**src/hw/rtl/cmas_pkg.sv**
```systemverilog
// ----------------------------------------------------------------------------
// cmas_pkg
// Shared types and constants for the control message AVP scanner.
// ----------------------------------------------------------------------------
package cmas_pkg;

    localparam int unsigned ADDR_W = 3;

    localparam logic [3:0]  HDR_BYTES   = 4'd12;
    localparam logic [9:0]  MIN_AVP     = 10'd6;
    localparam logic [9:0]  MIN_WORD    = 10'd8;
    localparam logic [9:0]  MIN_TWO     = 10'd10;
    localparam logic [15:0] RESULT_TYPE = 16'd1;

    // header byte positions of Ns and Nr
    localparam logic [3:0] HDR_NS_HI = 4'd8;
    localparam logic [3:0] HDR_NS_LO = 4'd9;
    localparam logic [3:0] HDR_NR_HI = 4'd10;
    localparam logic [3:0] HDR_NR_LO = 4'd11;

    // byte positions inside one AVP
    localparam logic [9:0] AVP_LEN_HI  = 10'd0;
    localparam logic [9:0] AVP_LEN_LO  = 10'd1;
    localparam logic [9:0] AVP_TYPE_HI = 10'd4;
    localparam logic [9:0] AVP_TYPE_LO = 10'd5;
    localparam logic [9:0] AVP_W1_HI   = 10'd6;
    localparam logic [9:0] AVP_W1_LO   = 10'd7;
    localparam logic [9:0] AVP_W2_HI   = 10'd8;
    localparam logic [9:0] AVP_W2_LO   = 10'd9;

    // finder status codes
    localparam logic [1:0] ST_FOUND     = 2'd0;
    localparam logic [1:0] ST_ABSENT    = 2'd1;
    localparam logic [1:0] ST_MALFORMED = 2'd2;
    localparam logic [1:0] ST_PENDING   = 2'd3;

    // verdict codes
    localparam logic [1:0] VD_PASS    = 2'd0;
    localparam logic [1:0] VD_FAIL    = 2'd1;
    localparam logic [1:0] VD_PENDING = 2'd3;

    // register map, selected by paddr[2]
    localparam logic REG_LOOKUP_ATTR = 1'b0;

    typedef struct packed {
        logic        header_ok;
        logic [15:0] sequence_sent;
        logic [15:0] sequence_received;
        logic [1:0]  lookup_status;
        logic [15:0] lookup_value;
        logic [1:0]  result_status;
        logic [15:0] outcome_code;
        logic [15:0] detail_code;
        logic        result_verdict;
    } cmas_result_t;

endpackage

```
**src/hw/rtl/control_message_avp_scanner.sv**
```systemverilog
// ----------------------------------------------------------------------------
// control_message_avp_scanner
// Scans a control message byte by byte and reports header sequence numbers,
// one looked-up attribute value and the Result Code AVP outcome.
// ----------------------------------------------------------------------------
//  channel   direction  handshake                   word
//  data      in         data_valid / data_stall     data_byte, last_byte
//  result    out        result_valid / result_stall header_ok .. result_verdict
//  config    in         APB psel/penable/pready     lookup_attr_type at 0x0
//
//  One byte per cycle while data_stall is low; the walker updates its state
//  as each byte leaves the input register.
//  A result word appears at the edge where the last byte leaves the input
//  register, and holds until taken.
//  A last byte waits in the input register only while the result register
//  is full and stalled; other bytes never wait.
//  Reset clears all per-message state and the lookup type register.
// ----------------------------------------------------------------------------
module control_message_avp_scanner
(
    input  logic                          clk,
    input  logic                          rst_n,
    input  logic                          psel,
    input  logic                          penable,
    input  logic                          pwrite,
    input  logic [cmas_pkg::ADDR_W-1:0]   paddr,
    input  logic [31:0]                   pwdata,
    output logic [31:0]                   prdata,
    output logic                          pready,
    input  logic                          data_valid,
    output logic                          data_stall,
    input  logic [7:0]                    data_byte,
    input  logic                          last_byte,
    output logic                          result_valid,
    input  logic                          result_stall,
    output logic                          header_ok,
    output logic [15:0]                   sequence_sent,
    output logic [15:0]                   sequence_received,
    output logic [1:0]                    lookup_status,
    output logic [15:0]                   lookup_value,
    output logic [1:0]                    result_status,
    output logic [15:0]                   outcome_code,
    output logic [15:0]                   detail_code,
    output logic                          result_verdict
);

    logic [15:0]            attr_reg, attr_next;
    logic                   in_valid_reg, in_valid_next;
    logic [7:0]             in_byte_reg;
    logic                   in_last_reg;
    logic                   out_valid_reg, out_valid_next;
    cmas_pkg::cmas_result_t out_reg;
    logic                   fire;
    logic                   load;
    logic                   res_valid;
    cmas_pkg::cmas_result_t res;

    assign pready = 1'b1;

    always_comb
    begin
        attr_next = attr_reg;
        prdata    = '0;
        unique case (paddr[2])
            cmas_pkg::REG_LOOKUP_ATTR:
            begin
                prdata = {16'h0000, attr_reg};
                if (psel && penable && pwrite)
                begin
                    attr_next = pwdata[15:0];
                end
            end
            default: ;
        endcase
    end

    assign fire       = in_valid_reg && (!in_last_reg || !out_valid_reg || !result_stall);
    assign data_stall = in_valid_reg && !fire;
    assign load       = data_valid && !data_stall;

    always_comb
    begin
        in_valid_next = in_valid_reg;
        if (load)
        begin
            in_valid_next = 1'b1;
        end
        else if (fire)
        begin
            in_valid_next = 1'b0;
        end

        out_valid_next = out_valid_reg;
        if (res_valid)
        begin
            out_valid_next = 1'b1;
        end
        else if (!result_stall)
        begin
            out_valid_next = 1'b0;
        end
    end

    cmas_walker u_walker
    (
        .clk              (clk),
        .rst_n            (rst_n),
        .fire             (fire),
        .data_byte        (in_byte_reg),
        .last_byte        (in_last_reg),
        .lookup_attr_type (attr_reg),
        .res_valid        (res_valid),
        .res              (res)
    );

    always_ff @(posedge clk or negedge rst_n)
    begin
        if (!rst_n)
        begin
            attr_reg      <= '0;
            in_valid_reg  <= 1'b0;
            out_valid_reg <= 1'b0;
        end
        else
        begin
            attr_reg      <= attr_next;
            in_valid_reg  <= in_valid_next;
            out_valid_reg <= out_valid_next;
        end
    end

    always_ff @(posedge clk)
    begin
        if (load)
        begin
            in_byte_reg <= data_byte;
            in_last_reg <= last_byte;
        end
        if (res_valid)
        begin
            out_reg <= res;
        end
    end

    assign result_valid      = out_valid_reg;
    assign header_ok         = out_reg.header_ok;
    assign sequence_sent     = out_reg.sequence_sent;
    assign sequence_received = out_reg.sequence_received;
    assign lookup_status     = out_reg.lookup_status;
    assign lookup_value      = out_reg.lookup_value;
    assign result_status     = out_reg.result_status;
    assign outcome_code      = out_reg.outcome_code;
    assign detail_code       = out_reg.detail_code;
    assign result_verdict    = out_reg.result_verdict;

    a_stall_needs_item: assert property (@(posedge clk) disable iff (!rst_n)
        data_stall |-> (in_valid_reg && in_last_reg && out_valid_reg))
        else $error("input stalled without a blocked last byte");

    a_no_result_overwrite: assert property (@(posedge clk) disable iff (!rst_n)
        (out_valid_reg && result_stall) |-> !res_valid)
        else $error("result produced while result register is held");

    a_short_header: assert property (@(posedge clk) disable iff (!rst_n)
        (out_valid_reg && !header_ok) |->
        (lookup_status == cmas_pkg::ST_MALFORMED && result_status == cmas_pkg::ST_MALFORMED
         && result_verdict && sequence_sent == 16'h0000))
        else $error("short header result inconsistent");

    a_lookup_zero: assert property (@(posedge clk) disable iff (!rst_n)
        (out_valid_reg && lookup_status != cmas_pkg::ST_FOUND) |-> (lookup_value == 16'h0000))
        else $error("lookup value set without a match");

    a_code_fails: assert property (@(posedge clk) disable iff (!rst_n)
        (out_valid_reg && result_status == cmas_pkg::ST_FOUND && outcome_code != 16'h0000)
        |-> result_verdict)
        else $error("nonzero result code with passing verdict");

endmodule

```
**src/hw/rtl/cmas_walker.sv**
```systemverilog
// ----------------------------------------------------------------------------
// cmas_walker
// Per-message header capture, AVP walk and finder state; forms the result
// word on the last byte.
// ----------------------------------------------------------------------------
module cmas_walker
(
    input  logic                  clk,
    input  logic                  rst_n,
    input  logic                  fire,
    input  logic [7:0]            data_byte,
    input  logic                  last_byte,
    input  logic [15:0]           lookup_attr_type,
    output logic                  res_valid,
    output cmas_pkg::cmas_result_t res
);

    logic [3:0]  hc_reg,       hc_next;
    logic [15:0] seq_sent_reg, seq_sent_next;
    logic [15:0] seq_recv_reg, seq_recv_next;
    logic [9:0]  idx_reg,      idx_next;
    logic [9:0]  len_reg,      len_next;
    logic [15:0] type_reg,     type_next;
    logic [15:0] w1_reg,       w1_next;
    logic [15:0] w2_reg,       w2_next;
    logic        broken_reg,   broken_next;
    logic [1:0]  ls_reg,       ls_next;
    logic [15:0] lword_reg,    lword_next;
    logic [1:0]  rs_reg,       rs_next;
    logic [15:0] rword_reg,    rword_next;
    logic [15:0] eword_reg,    eword_next;
    logic [1:0]  vs_reg,       vs_next;

    always_comb
    begin
        logic [10:0] idx_inc;
        logic [1:0]  ls;
        logic [1:0]  rs;
        logic [1:0]  vs;

        hc_next       = hc_reg;
        seq_sent_next = seq_sent_reg;
        seq_recv_next = seq_recv_reg;
        idx_next      = idx_reg;
        len_next      = len_reg;
        type_next     = type_reg;
        w1_next       = w1_reg;
        w2_next       = w2_reg;
        broken_next   = broken_reg;
        ls_next       = ls_reg;
        lword_next    = lword_reg;
        rs_next       = rs_reg;
        rword_next    = rword_reg;
        eword_next    = eword_reg;
        vs_next       = vs_reg;
        res_valid     = 1'b0;
        res           = '0;
        idx_inc       = {1'b0, idx_reg} + 11'd1;
        ls            = ls_reg;
        rs            = rs_reg;
        vs            = vs_reg;

        if (fire)
        begin
            if (hc_reg < cmas_pkg::HDR_BYTES)
            begin
                case (hc_reg)
                    cmas_pkg::HDR_NS_HI: seq_sent_next = {data_byte, 8'h00};
                    cmas_pkg::HDR_NS_LO: seq_sent_next = {seq_sent_reg[15:8], data_byte};
                    cmas_pkg::HDR_NR_HI: seq_recv_next = {data_byte, 8'h00};
                    cmas_pkg::HDR_NR_LO: seq_recv_next = {seq_recv_reg[15:8], data_byte};
                    default: ;
                endcase
                hc_next = hc_reg + 4'd1;
            end
            else if (!broken_reg)
            begin
                case (idx_reg)
                    cmas_pkg::AVP_LEN_HI:  len_next  = {data_byte[1:0], 8'h00};
                    cmas_pkg::AVP_LEN_LO:  len_next  = len_reg | {2'b00, data_byte};
                    cmas_pkg::AVP_TYPE_HI: type_next = {data_byte, 8'h00};
                    cmas_pkg::AVP_TYPE_LO: type_next = type_reg | {8'h00, data_byte};
                    cmas_pkg::AVP_W1_HI:   w1_next   = {data_byte, 8'h00};
                    cmas_pkg::AVP_W1_LO:   w1_next   = w1_reg | {8'h00, data_byte};
                    cmas_pkg::AVP_W2_HI:   w2_next   = {data_byte, 8'h00};
                    cmas_pkg::AVP_W2_LO:   w2_next   = w2_reg | {8'h00, data_byte};
                    default: ;
                endcase

                if (idx_inc == {1'b0, cmas_pkg::MIN_AVP} && len_next < cmas_pkg::MIN_AVP)
                begin
                    // drop the rest of the walk
                    broken_next = 1'b1;
                    if (ls_reg == cmas_pkg::ST_PENDING) ls_next = cmas_pkg::ST_MALFORMED;
                    if (rs_reg == cmas_pkg::ST_PENDING) rs_next = cmas_pkg::ST_MALFORMED;
                    if (vs_reg == cmas_pkg::VD_PENDING) vs_next = cmas_pkg::VD_FAIL;
                    idx_next = idx_inc[9:0];
                end
                else if (idx_inc >= {1'b0, cmas_pkg::MIN_AVP} && idx_inc == {1'b0, len_next})
                begin
                    if (ls_reg == cmas_pkg::ST_PENDING && type_next == lookup_attr_type
                        && len_next >= cmas_pkg::MIN_WORD)
                    begin
                        ls_next    = cmas_pkg::ST_FOUND;
                        lword_next = w1_next;
                    end
                    if (type_next == cmas_pkg::RESULT_TYPE)
                    begin
                        if (rs_reg == cmas_pkg::ST_PENDING)
                        begin
                            if (len_next < cmas_pkg::MIN_WORD)
                            begin
                                rs_next = cmas_pkg::ST_MALFORMED;
                            end
                            else
                            begin
                                rs_next    = cmas_pkg::ST_FOUND;
                                rword_next = w1_next;
                                eword_next = (len_next >= cmas_pkg::MIN_TWO) ? w2_next : 16'h0000;
                            end
                        end
                        if (vs_reg == cmas_pkg::VD_PENDING)
                        begin
                            vs_next = (len_next < cmas_pkg::MIN_TWO || w1_next != 16'h0000)
                                      ? cmas_pkg::VD_FAIL : cmas_pkg::VD_PASS;
                        end
                    end
                    idx_next  = '0;
                    len_next  = '0;
                    type_next = '0;
                    w1_next   = '0;
                    w2_next   = '0;
                end
                else
                begin
                    idx_next = idx_inc[9:0];
                end
            end

            if (last_byte)
            begin
                res_valid = 1'b1;
                if (hc_next < cmas_pkg::HDR_BYTES)
                begin
                    res.header_ok      = 1'b0;
                    res.lookup_status  = cmas_pkg::ST_MALFORMED;
                    res.result_status  = cmas_pkg::ST_MALFORMED;
                    res.result_verdict = 1'b1;
                end
                else
                begin
                    ls = ls_next;
                    rs = rs_next;
                    vs = vs_next;
                    // overrun: message ended inside an AVP past its fixed part
                    if (!broken_next && idx_next >= cmas_pkg::MIN_AVP)
                    begin
                        if (ls == cmas_pkg::ST_PENDING) ls = cmas_pkg::ST_MALFORMED;
                        if (rs == cmas_pkg::ST_PENDING) rs = cmas_pkg::ST_MALFORMED;
                        if (vs == cmas_pkg::VD_PENDING) vs = cmas_pkg::VD_FAIL;
                    end
                    if (ls == cmas_pkg::ST_PENDING) ls = cmas_pkg::ST_ABSENT;
                    if (rs == cmas_pkg::ST_PENDING) rs = cmas_pkg::ST_ABSENT;
                    if (vs == cmas_pkg::VD_PENDING) vs = cmas_pkg::VD_PASS;
                    res.header_ok         = 1'b1;
                    res.sequence_sent     = seq_sent_next;
                    res.sequence_received = seq_recv_next;
                    res.lookup_status     = ls;
                    res.lookup_value      = (ls == cmas_pkg::ST_FOUND) ? lword_next : 16'h0000;
                    res.result_status     = rs;
                    res.outcome_code      = (rs == cmas_pkg::ST_FOUND) ? rword_next : 16'h0000;
                    res.detail_code       = (rs == cmas_pkg::ST_FOUND) ? eword_next : 16'h0000;
                    res.result_verdict    = vs[0];
                end

                // clear per-message state
                hc_next       = '0;
                seq_sent_next = '0;
                seq_recv_next = '0;
                idx_next      = '0;
                len_next      = '0;
                type_next     = '0;
                w1_next       = '0;
                w2_next       = '0;
                broken_next   = 1'b0;
                ls_next       = cmas_pkg::ST_PENDING;
                lword_next    = '0;
                rs_next       = cmas_pkg::ST_PENDING;
                rword_next    = '0;
                eword_next    = '0;
                vs_next       = cmas_pkg::VD_PENDING;
            end
        end
    end

    always_ff @(posedge clk or negedge rst_n)
    begin
        if (!rst_n)
        begin
            hc_reg       <= '0;
            seq_sent_reg <= '0;
            seq_recv_reg <= '0;
            idx_reg      <= '0;
            len_reg      <= '0;
            type_reg     <= '0;
            w1_reg       <= '0;
            w2_reg       <= '0;
            broken_reg   <= 1'b0;
            ls_reg       <= cmas_pkg::ST_PENDING;
            lword_reg    <= '0;
            rs_reg       <= cmas_pkg::ST_PENDING;
            rword_reg    <= '0;
            eword_reg    <= '0;
            vs_reg       <= cmas_pkg::VD_PENDING;
        end
        else
        begin
            hc_reg       <= hc_next;
            seq_sent_reg <= seq_sent_next;
            seq_recv_reg <= seq_recv_next;
            idx_reg      <= idx_next;
            len_reg      <= len_next;
            type_reg     <= type_next;
            w1_reg       <= w1_next;
            w2_reg       <= w2_next;
            broken_reg   <= broken_next;
            ls_reg       <= ls_next;
            lword_reg    <= lword_next;
            rs_reg       <= rs_next;
            rword_reg    <= rword_next;
            eword_reg    <= eword_next;
            vs_reg       <= vs_next;
        end
    end

endmodule
```
**config.mk**
```make
export PLATFORM = sky130hd
export DESIGN_NAME = control_message_avp_scanner
export DESIGN_NICKNAME = d
export VERILOG_FILES = /design/src/hw/rtl/cmas_pkg.sv /design/src/hw/rtl/control_message_avp_scanner.sv /design/src/hw/rtl/cmas_walker.sv
export SDC_FILE = /design/constraint.sdc
export NUM_CORES = 1
export LEC_CHECK = 0
export ABC_AREA = 1
export BUFFER_PORTS_ARGS = -buffer_cell sky130_fd_sc_hd__buf_2
export CORE_MARGIN = 5
export CORE_UTILIZATION = 30
export DETAILED_ROUTE_END_ITERATION = 7
export HOLD_SLACK_MARGIN = 0.05
export PLACE_DENSITY = 0.58
export SETUP_SLACK_MARGIN = 0.4
export SYNTH_ARGS = -nofsm -noshare
export SYNTH_HDL_FRONTEND = slang
export SYNTH_SLANG_ARGS = --single-unit
export TNS_END_PERCENT = 1
```
**constraint.sdc**
```tcl
create_clock -name clk -period 4.6 [get_ports clk]
set_clock_uncertainty 0.2 [all_clocks]
set_input_delay 0.46 -clock clk [delete_from_list [all_inputs] [get_ports clk]]
set_output_delay 0.46 -clock clk [all_outputs]
set_load 0.05 [all_outputs]
```
==> results.md, run 1 <==
- Distinct cell type count of the synthesized netlist: 48
- Commonest cells after routing, fill and taps aside: 280 x sky130_fd_sc_hd__nand2_1, 218 x sky130_fd_sc_hd__inv_1, 185 x sky130_fd_sc_hd__nor2_1, 171 x sky130_fd_sc_hd__dfrtp_1, 135 x sky130_fd_sc_hd__buf_2
- Cell class contributing the biggest share of worst-path delay: simple AND/OR/NAND/NOR gates
- Global-route congestion overflow total: 0
- Clock H-tree levels: 1
- Tcrit/Tclk final: 0.8882
- Class of the most critical hold timing path: in2async
- Clock-pin slew on the worst setup and hold paths: around 0.070 ns
- Post-DR vias/cell: 4.675
- Clock Root Buffer: sky130_fd_sc_hd__clkbuf_16
- Average cell area after synthesis: ~8.6 um^2
- I/O Buffers: 136
- Routed length per placed instance: around 16 um
- Yosys top cell by area: sky130_fd_sc_hd__dfrtp_1
- Clock power frac: 0.438
- Relative contribution of combinational cells to total power: 0.102
- Routed vias: around 11k
- Worst Setup Start Kind: flop
- Die Area: around 49000 um^2
- Skew-Pair Late Insertion Delay: 0.58 ns
- Measured slew at the worst slew-check pin: 1.075 ns
- Aggregate routed wire length: 36500 um
- Share of flip-flops with an asynchronous set or reset: 0.6507
- Number of endpoints failing setup at the final stage: 0
- Static leakage: between 6 and 7 nW
- Maximum buffer depth of the clock tree: 3
- # Post-CTS Setup Buffers: 0
- GP Congestion: 0.9100
- Most frequent standard cell in the layout excluding fill and tap cells: sky130_fd_sc_hd__nand2_1
- Warning count from the yosys run: 0
- Termination of the worst setup path: result_status[1]
- Count of inserted antenna diode cells: 0
- Min Tclk post-route: slightly above 4 ns
- TritonCTS clock tree: yes
- Outcome: finished clean
- Sequential cell area: 7289 um^2
- Number of placed cells counting well taps: around 2.2k
- Max Fanout on Critical Path: 11
- Detailed-router iteration count before antenna repair: 5
- CTS buffer count: 31
- Nature of the critical path endpoint: flop
- Setup CP Type: reg2reg
- First-pass GRT wire length: around 58000 um
- Std-Cell Rows: 77
- Stages on the worst setup path: 20
- HPWL after DPL: around 25000 um
- Switching power: between 1.5 and 2 mW
- Starting density of the core: 0.3025
- Worst-path cell chain: inv_1 > ha_1 > nand2_2 > nor2_8 > nand2_2 > nand2_1 > nand2_1 > inv_1 > nand2_1 > nor2_1 > nand3_1 > nand3_1 > nand2_1 > nand2_1 > nand2_1 > nand3_1 > o21bai_1 > a21oi_1 > nor2_1 > nor2_1
- RSZ-0062 raised after global routing: true
- Most area-consuming cells after synthesis: sky130_fd_sc_hd__dfrtp_1 32%, sky130_fd_sc_hd__edfxtp_1 21%, sky130_fd_sc_hd__nand2_1 7.9%
- R2r startpoint: u_walker.idx_reg[0]
- Count of boundary I/O pins: approximately 170
- Switching share of total power: 0.2641
- Die span in x: 220.7 um
- Worst EP arrival: about 4.2 ns
- Number of antenna-violating nets in the routed design: 0
- Max Clk Rate: between 200 and 250 MHz
- Flop and latch count out of synthesis: roughly 270
- Number of antenna violations at the first check in global routing: 0
- Setup TNS: 0 ns
- Top-area cell type share of the netlist area: 0.3213
- Fraction of layout instances using a drive strength above 1: 0.1735
- Initial DRC count: 746
- Global-route usage over all layers: 0.1469
- Start point of the critical path: u_walker.idx_reg[0]
- TritonCTS Sinks: 272
- Total of max-cap violations: 0
- Slew margin rel.: 0.2809
- Post-synth EDFFs: between 90 and 100
- Filler cell count in the final layout: between 4k and 5k
- Cell count of the worst reg-to-reg path: 20
- Largest net degree at the start of global routing: 73
- Cell area after synthesis: between 10000 and 15000 um^2
- Sequential fraction of design power: 0.460
- Setup slack of the worst register-to-register path: approximately 0.51 ns
- Number of standard cells after synthesis: between 1.5k and 2k
- Net count reported at finish: 1753
- Proportion of synthesized chip area in sequential cells: 0.5474
- Buf+Inv Stages, Crit Path: 2
- Core Region: between 40000 and 50000 um^2
- Crit-path most repeated cell: sky130_fd_sc_hd__nand2_1
- Most used flip-flop cell after synthesis: sky130_fd_sc_hd__dfrtp_1
- Area used by multi-input combinational logic: about 4700 um^2
- Power density over the cells: roughly 360 nW/um^2
- Die height: 220.7 um
- Maximum cell stage delay along the critical path: 0.46 ns
- Final number of hold-violating endpoints: 0
- Data required time at the worst endpoint: 4.75 ns
- Slowest cell on crit path: sky130_fd_sc_hd__dfrtp_1
- Maximum resistive drop on vdd: 0.0002817 V
- Layout Cells excl Fill: 2310
- Final Max Tran Viols: 0
- Internal cell power: between 4 and 5 mW
- Reg-to-reg endpoint: result_status[1]
- Area growth, synth to finish: 19.50%
- Vias in the first global route: about 11k
- Residual DRC count: 0
## per-stage QoR
step / power, mW / hold slack (ns) / setup slack (ns) / instance area (um^2) / util
2_1_floorplan: 3.046 / -0.03559 / 1.154 / 13370 / -
3_3_place_gp: 3.220 / 0.2600 / 0.6103 / 14590 / 0.3313
3_5_place_dp: 3.226 / 0.2704 / 0.5988 / 14590 / 0.3313
4_1_cts: 5.747 / 0.2723 / 0.5505 / 15910 / 0.3613
5_1_grt: 5.902 / 0.3081 / 0.2199 / 15920 / 0.3615
6_report: 5.680 / 0.2484 / 0.5145 / 15920 / 0.3615
## what timing repair did
item                                   CTS  global route
hold buffers                            29             0
setup endpoints to repair                0            37
endpoints found under the hold margin   92             0
gates resized for setup                  0             1
## worst register-to-register path, delay by kind of cell (launching register included)
family	cells	cell delay, ns
and+or+nand+nor	15	2.47
DFF	1	0.46
AOI/OAI and AO/OA	2	0.28
buffers and inverters	2	0.25
adders and majority gates	1	0.19
## power by group through the flow
| stage | clock (mW) | sequential [mW] | combinational [mW] |
|---|---|---|---|
| floorplan | 0 | 2.76 | 0.282 |
| global placement | 0 | 2.66 | 0.561 |
| detailed placement | 0 | 2.66 | 0.564 |
| CTS | 2.55 | 2.62 | 0.585 |
| global route | 2.66 | 2.62 | 0.625 |
| finish | 2.49 | 2.61 | 0.579 |
## layer usage
layer / wire length (um) / vias to the layer above / track usage
li1: - / 5314 / -
met1: 17020 / 5144 / 0.2117
met2: 16670 / 294 / 0.2337
met3: 2102 / 48 / 0.02709
met4: 708 / 0 / 0.02894
met5: 0 / - / 0
## cell families after synthesis
| family | after synthesis | share of synthesized area |
|---|---|---|
| AND/OR/NAND/NOR | 580 | 0.1891 |
| AO/OA/AOI/OAI | 337 | 0.1453 |
| buffers and inverters | 332 | 0.1039 |
| flip-flops | 272 | 0.5474 |
| adder cells (fa/ha/maj) | 9 | 0.008456 |
| XOR/XNOR | 8 | 0.005261 |
| other | 2 | 0.0005639 |
## how the worst min path moves through the flow
stage | from | end | slack [ns] | depth (start not counted)
6_report | rst_n | u_walker.type_reg[12] | 0.25 | 2
5_1_grt | rst_n | attr_reg[10] | 0.31 | 2
4_1_cts | rst_n | u_walker.idx_reg[9] | 0.27 | 2
3_3_place_gp | u_walker.lword_reg[15] | u_walker.lword_reg[15] | 0.26 | 1
2_1_floorplan | rst_n | attr_reg[0] | -0.04 | 0
3_5_place_dp | u_walker.rword_reg[5] | u_walker.rword_reg[5] | 0.27 | 2
## cells in the mapped netlist (all sizes together), types with 9 or more instances
master and n:
nand2 293, nand3 48, nand4 21, nor2 204, ha 9, a21oi 51
buf 35, o22ai 117, dfrtp 171, o21ai 156, clkbuf 48, inv 242
edfxtp 95
## final cells by class
cell class                      count  share of cell area
Inverter                          249             0.05888
Tap cell                          592             0.04654
Sequential cell                   272              0.4580
Multi-Input combinational cell    951              0.2972
Clock inverter                     15             0.01069
Clock buffer                       43             0.05409
Timing Repair Buffer              188             0.07461
Power figures use the tool's default switching activity.
==> run 2: changes to the inputs <==
--- a/config.mk
+++ b/config.mk
@@ -11,9 +11,10 @@
 export CORE_UTILIZATION = 30
 export DETAILED_ROUTE_END_ITERATION = 7
 export HOLD_SLACK_MARGIN = 0.05
-export PLACE_DENSITY = 0.58
+export PLACE_DENSITY = 0.47
 export SETUP_SLACK_MARGIN = 0.4
 export SYNTH_ARGS = -nofsm -noshare
 export SYNTH_HDL_FRONTEND = slang
+export SYNTH_HIERARCHICAL = 1
 export SYNTH_SLANG_ARGS = --single-unit
 export TNS_END_PERCENT = 1
==> run 2 against run 1 <==
  * Maximum frequency up 0.68%
  * First-iteration DRC count up 47%
  * Sequential power about the same
  * Critical path depth down 2
  * Hold slack worse by 0.025 ns
  * Non-clock buffer count up 8
  * Area after synthesis down 0.80%
  * Via count up 2.7%
  * Register-to-register slack better by 0.03 ns
  * Sequential share of layout area down 0.26 points
  * Flip-flop and latch count unchanged
  * Critical endpoint is now lookup_status[0]
  * Largest cell class unchanged
==> results.md, run 2 <==
- Global-route usage over all layers: 0.1608
- Max Fanout on Critical Path: 10
- Worst Setup Start Kind: flop
- Data required time at the worst endpoint: roughly 4.6 ns
- Gr busiest metal: met2
- Count of boundary I/O pins: 172
- Flop and latch count out of synthesis: 272
- Core Region: roughly 43000 um^2
- Filler cell count in the final layout: approximately 4.5k
- I/O Buffers: between 100 and 150
- Placed instance area: roughly 15000 um^2
- Yosys top cell by area: sky130_fd_sc_hd__dfrtp_1
- Net count reported at finish: 1760
- Final number of hold-violating endpoints: 0
- Power density over the cells: roughly 370 nW/um^2
- Starting density of the core: 0.3047
- Cell count of the worst reg-to-reg path: 18
- Static leakage: approximately 7.0 nW
- Outcome: finished clean
- Xor/xnor share of the synthesized area: 0.004641
- Relative contribution of combinational cells to total power: 0.090
- Warning count from the yosys run: 6
- HPWL after DPL: approximately 27000 um
- First-pass GRT wire length: approximately 60000 um
- Setup slack of the worst register-to-register path: about 0.54 ns
- Largest family of logic cells by synthesized area: simple AND/OR/NAND/NOR gates
- Global routing met3 resource utilization: 0.02528
- Total of max-cap violations: 0
- Fraction of layout instances using a drive strength above 1: 0.1497
- Number of standard cells after synthesis: roughly 1.5k
- Top-area cell type share of the netlist area: 0.3239
- WHS Path Cells: 5
- Number of antenna-violating nets in the routed design: 0
- Routed length per placed instance: ~17 um
- Clock-pin slew on the worst setup and hold paths: ~0.060 ns
- Die Area: a little under 50000 um^2
- Measured slew at the worst slew-check pin: between 0.9 and 1 ns
- Class of the most critical hold timing path: in2reg
- Slew margin rel.: 0.3364
- Most frequent standard cell in the layout excluding fill and tap cells: sky130_fd_sc_hd__nand2_1
- Detailed-router iteration count before antenna repair: 5
- Number of endpoints failing setup at the final stage: 0
- Routing usage on met1: 0.2274
- Number of antenna violations at the first check in global routing: 0
- Final Max Tran Viols: 0
- Residual DRC count: 0
- Clock Root Buffer: sky130_fd_sc_hd__clkbuf_16
- Clock power frac: 0.464
- Clock H-tree levels: 2
- TritonCTS clock tree: yes
- Tcrit/Tclk final: 0.8822
- Setup CP Type: reg2reg
- Maximum buffer depth of the clock tree: 3
- CTS buffer count: 34
- Sequential fraction of design power: 0.447
- Global-route congestion overflow total: 0
- Largest net degree at the start of global routing: between 90 and 100
- Nature of the critical path endpoint: flop
- Maximum resistive drop on vdd: about 0.00017 V
- Post-synthesis simple-gate area fraction: 0.2050
- Switching share of total power: 0.2563
- Skew-Pair Late Insertion Delay: between 0.5 and 0.6 ns
- Average cell area after synthesis: about 8.6 um^2
- TritonCTS Sinks: 272
- Commonest cells after routing, fill and taps aside: 311 x sky130_fd_sc_hd__nand2_1, 190 x sky130_fd_sc_hd__inv_1, 189 x sky130_fd_sc_hd__nor2_1, 171 x sky130_fd_sc_hd__dfrtp_1, 135 x sky130_fd_sc_hd__buf_2
- Cell area after synthesis: around 13000 um^2
- Area growth, synth to finish: 21.17%
- GP Congestion: slightly above 0.9
- Design Area, Final: about 16000 um^2
- Aggregate routed wire length: between 30000 and 40000 um
- Post-synthesis compound-gate area fraction: 0.1402
- Count of inserted antenna diode cells: 0
- Most frequently used cell type in the post-synthesis netlist: sky130_fd_sc_hd__nand2_1
- Most area-consuming cells after synthesis: sky130_fd_sc_hd__dfrtp_1 32%, sky130_fd_sc_hd__edfxtp_1 22%, sky130_fd_sc_hd__nand2_1 8.8%
- Share of flip-flops with an asynchronous set or reset: 0.6507
- Std-Cell Rows: 76
- Met2 routing resource usage after global routing: 0.2605
- Die height: about 220 um
- Die span in x: roughly 220 um
- Most used flip-flop cell after synthesis: sky130_fd_sc_hd__dfrtp_1
- Vias in the first global route: 10.86k
- Switching power: 1.513 mW
- Multiplexer share of the synthesized area: 0
- Post-DR vias/cell: 4.802
- Commonest cells in the synthesized netlist: 311 x sky130_fd_sc_hd__nand2_1, 192 x sky130_fd_sc_hd__inv_1, 190 x sky130_fd_sc_hd__nor2_1, 171 x sky130_fd_sc_hd__dfrtp_1, 125 x sky130_fd_sc_hd__o21ai_0
- Distinct cell type count of the synthesized netlist: 47
- Routed vias: between 10k and 15k
- RSZ-0062 raised after global routing: true
- Post-synth EDFFs: 95
- Proportion of synthesized chip area in sequential cells: 0.5518
- Fraction of the mapped netlist area in adder cells: 0.008524
- Internal cell power: between 4 and 5 mW
- Worst EP arrival: between 4 and 5 ns
- Setup TNS: 0 ns
- Initial DRC count: roughly 1.1k
- Min Tclk post-route: between 4 and 5 ns
- Max Clk Rate: around 250 MHz
[run 2: logic make-up (layout without fill, tap and decap cells)]
family / Yosys count / in the layout
flip-flops: 272 / 272
AND/OR/NAND/NOR: 641 / 641
adder cells (fa/ha/maj): 9 / 9
AO/OA/AOI/OAI: 317 / 317
XOR/XNOR: 7 / 7
other: 2 / 17
buffers and inverters: 280 / 461
[run 2: final cells by class]
class	instances	area, um^2	share of cell area
inverter	205	770.7	0.04815
sequential	272	7289	0.4554
tap	585	732.0	0.04572
clock buffer	44	919.6	0.05745
multi-input combinational	991	4822	0.3012
clock inverter	16	216.5	0.01352
timing repair buffer	196	1257	0.07855
[run 2: power groups by stage]
stage               clock, mW  combinational [mW]  sequential [mW]
global route             2.91               0.578             2.65
finish                   2.74               0.529             2.64
detailed placement          0               0.518             2.69
CTS                      2.82               0.537             2.64
global placement            0               0.515             2.69
floorplan                   0               0.268             2.76
[run 2: timing repair]
action | 4_1_cts | 5_1_grt
endpoints found under the setup margin | 30 | 64
pin swaps | 0 | 1
endpoints found under the hold margin | 111 | 0
gates resized for setup | 1 | 2
setup buffers | 0 | 1
hold buffers | 28 | 0
gates cloned | 0 | 0
[run 2: critical path, stage by stage (launching register included)]
cell,delay [ns]
sky130_fd_sc_hd__dfrtp_1,0.46
sky130_fd_sc_hd__inv_1,0.16
sky130_fd_sc_hd__ha_1,0.21
sky130_fd_sc_hd__nand2_2,0.08
sky130_fd_sc_hd__nor2_4,0.18
sky130_fd_sc_hd__nand3_1,0.16
sky130_fd_sc_hd__buf_4,0.21
sky130_fd_sc_hd__nand2_1,0.15
sky130_fd_sc_hd__nand3_1,0.14
sky130_fd_sc_hd__nor2_2,0.34
sky130_fd_sc_hd__nand2_1,0.17
sky130_fd_sc_hd__nand3_2,0.30
sky130_fd_sc_hd__nand2_1,0.13
sky130_fd_sc_hd__nand2_1,0.10
sky130_fd_sc_hd__nor2_1,0.05
sky130_fd_sc_hd__nand3_1,0.16
sky130_fd_sc_hd__o21bai_2,0.12
sky130_fd_sc_hd__o21ai_0,0.27
sky130_fd_sc_hd__nor2_1,0.15
[run 2: final timing paths]
kind | startpoint | to
hold / removal | psel | attr_reg[15]
max in group asynchronous | rst_n | u_walker/eword_reg[1]
setup / recovery | u_walker/idx_reg[1] | lookup_status[0]
hold reg to reg | u_walker/lword_reg[3] | u_walker/lword_reg[3]
min in group asynchronous | rst_n | attr_reg[8]
setup reg to reg | u_walker/idx_reg[1] | lookup_status[0]
[run 2: per-stage QoR]
stage	cells	setup slack [ns]	power (mW)	hold slack [ns]	util
finish	2309	0.5420	5.905	0.2235	0.3692
global route	2309	0.3203	6.135	0.2418	0.3692
CTS	2308	0.3920	5.996	0.2007	0.3689
detailed placement	2220	0.2016	3.203	0.2720	0.3360
global placement	2220	0.3088	3.200	0.2619	0.3360
floorplan	1543	1.080	3.026	-0.03559	-
[run 2: metal layers]
metal | vias to the layer above | part of all wire | wire length, um
met3 | 53 | 0.051 | 2035
met1 | 5358 | 0.46 | 18180
li1 | 5396 | - | -
met5 | - | 0 | 0
met2 | 280 | 0.47 | 18580
met4 | 0 | 0.019 | 749
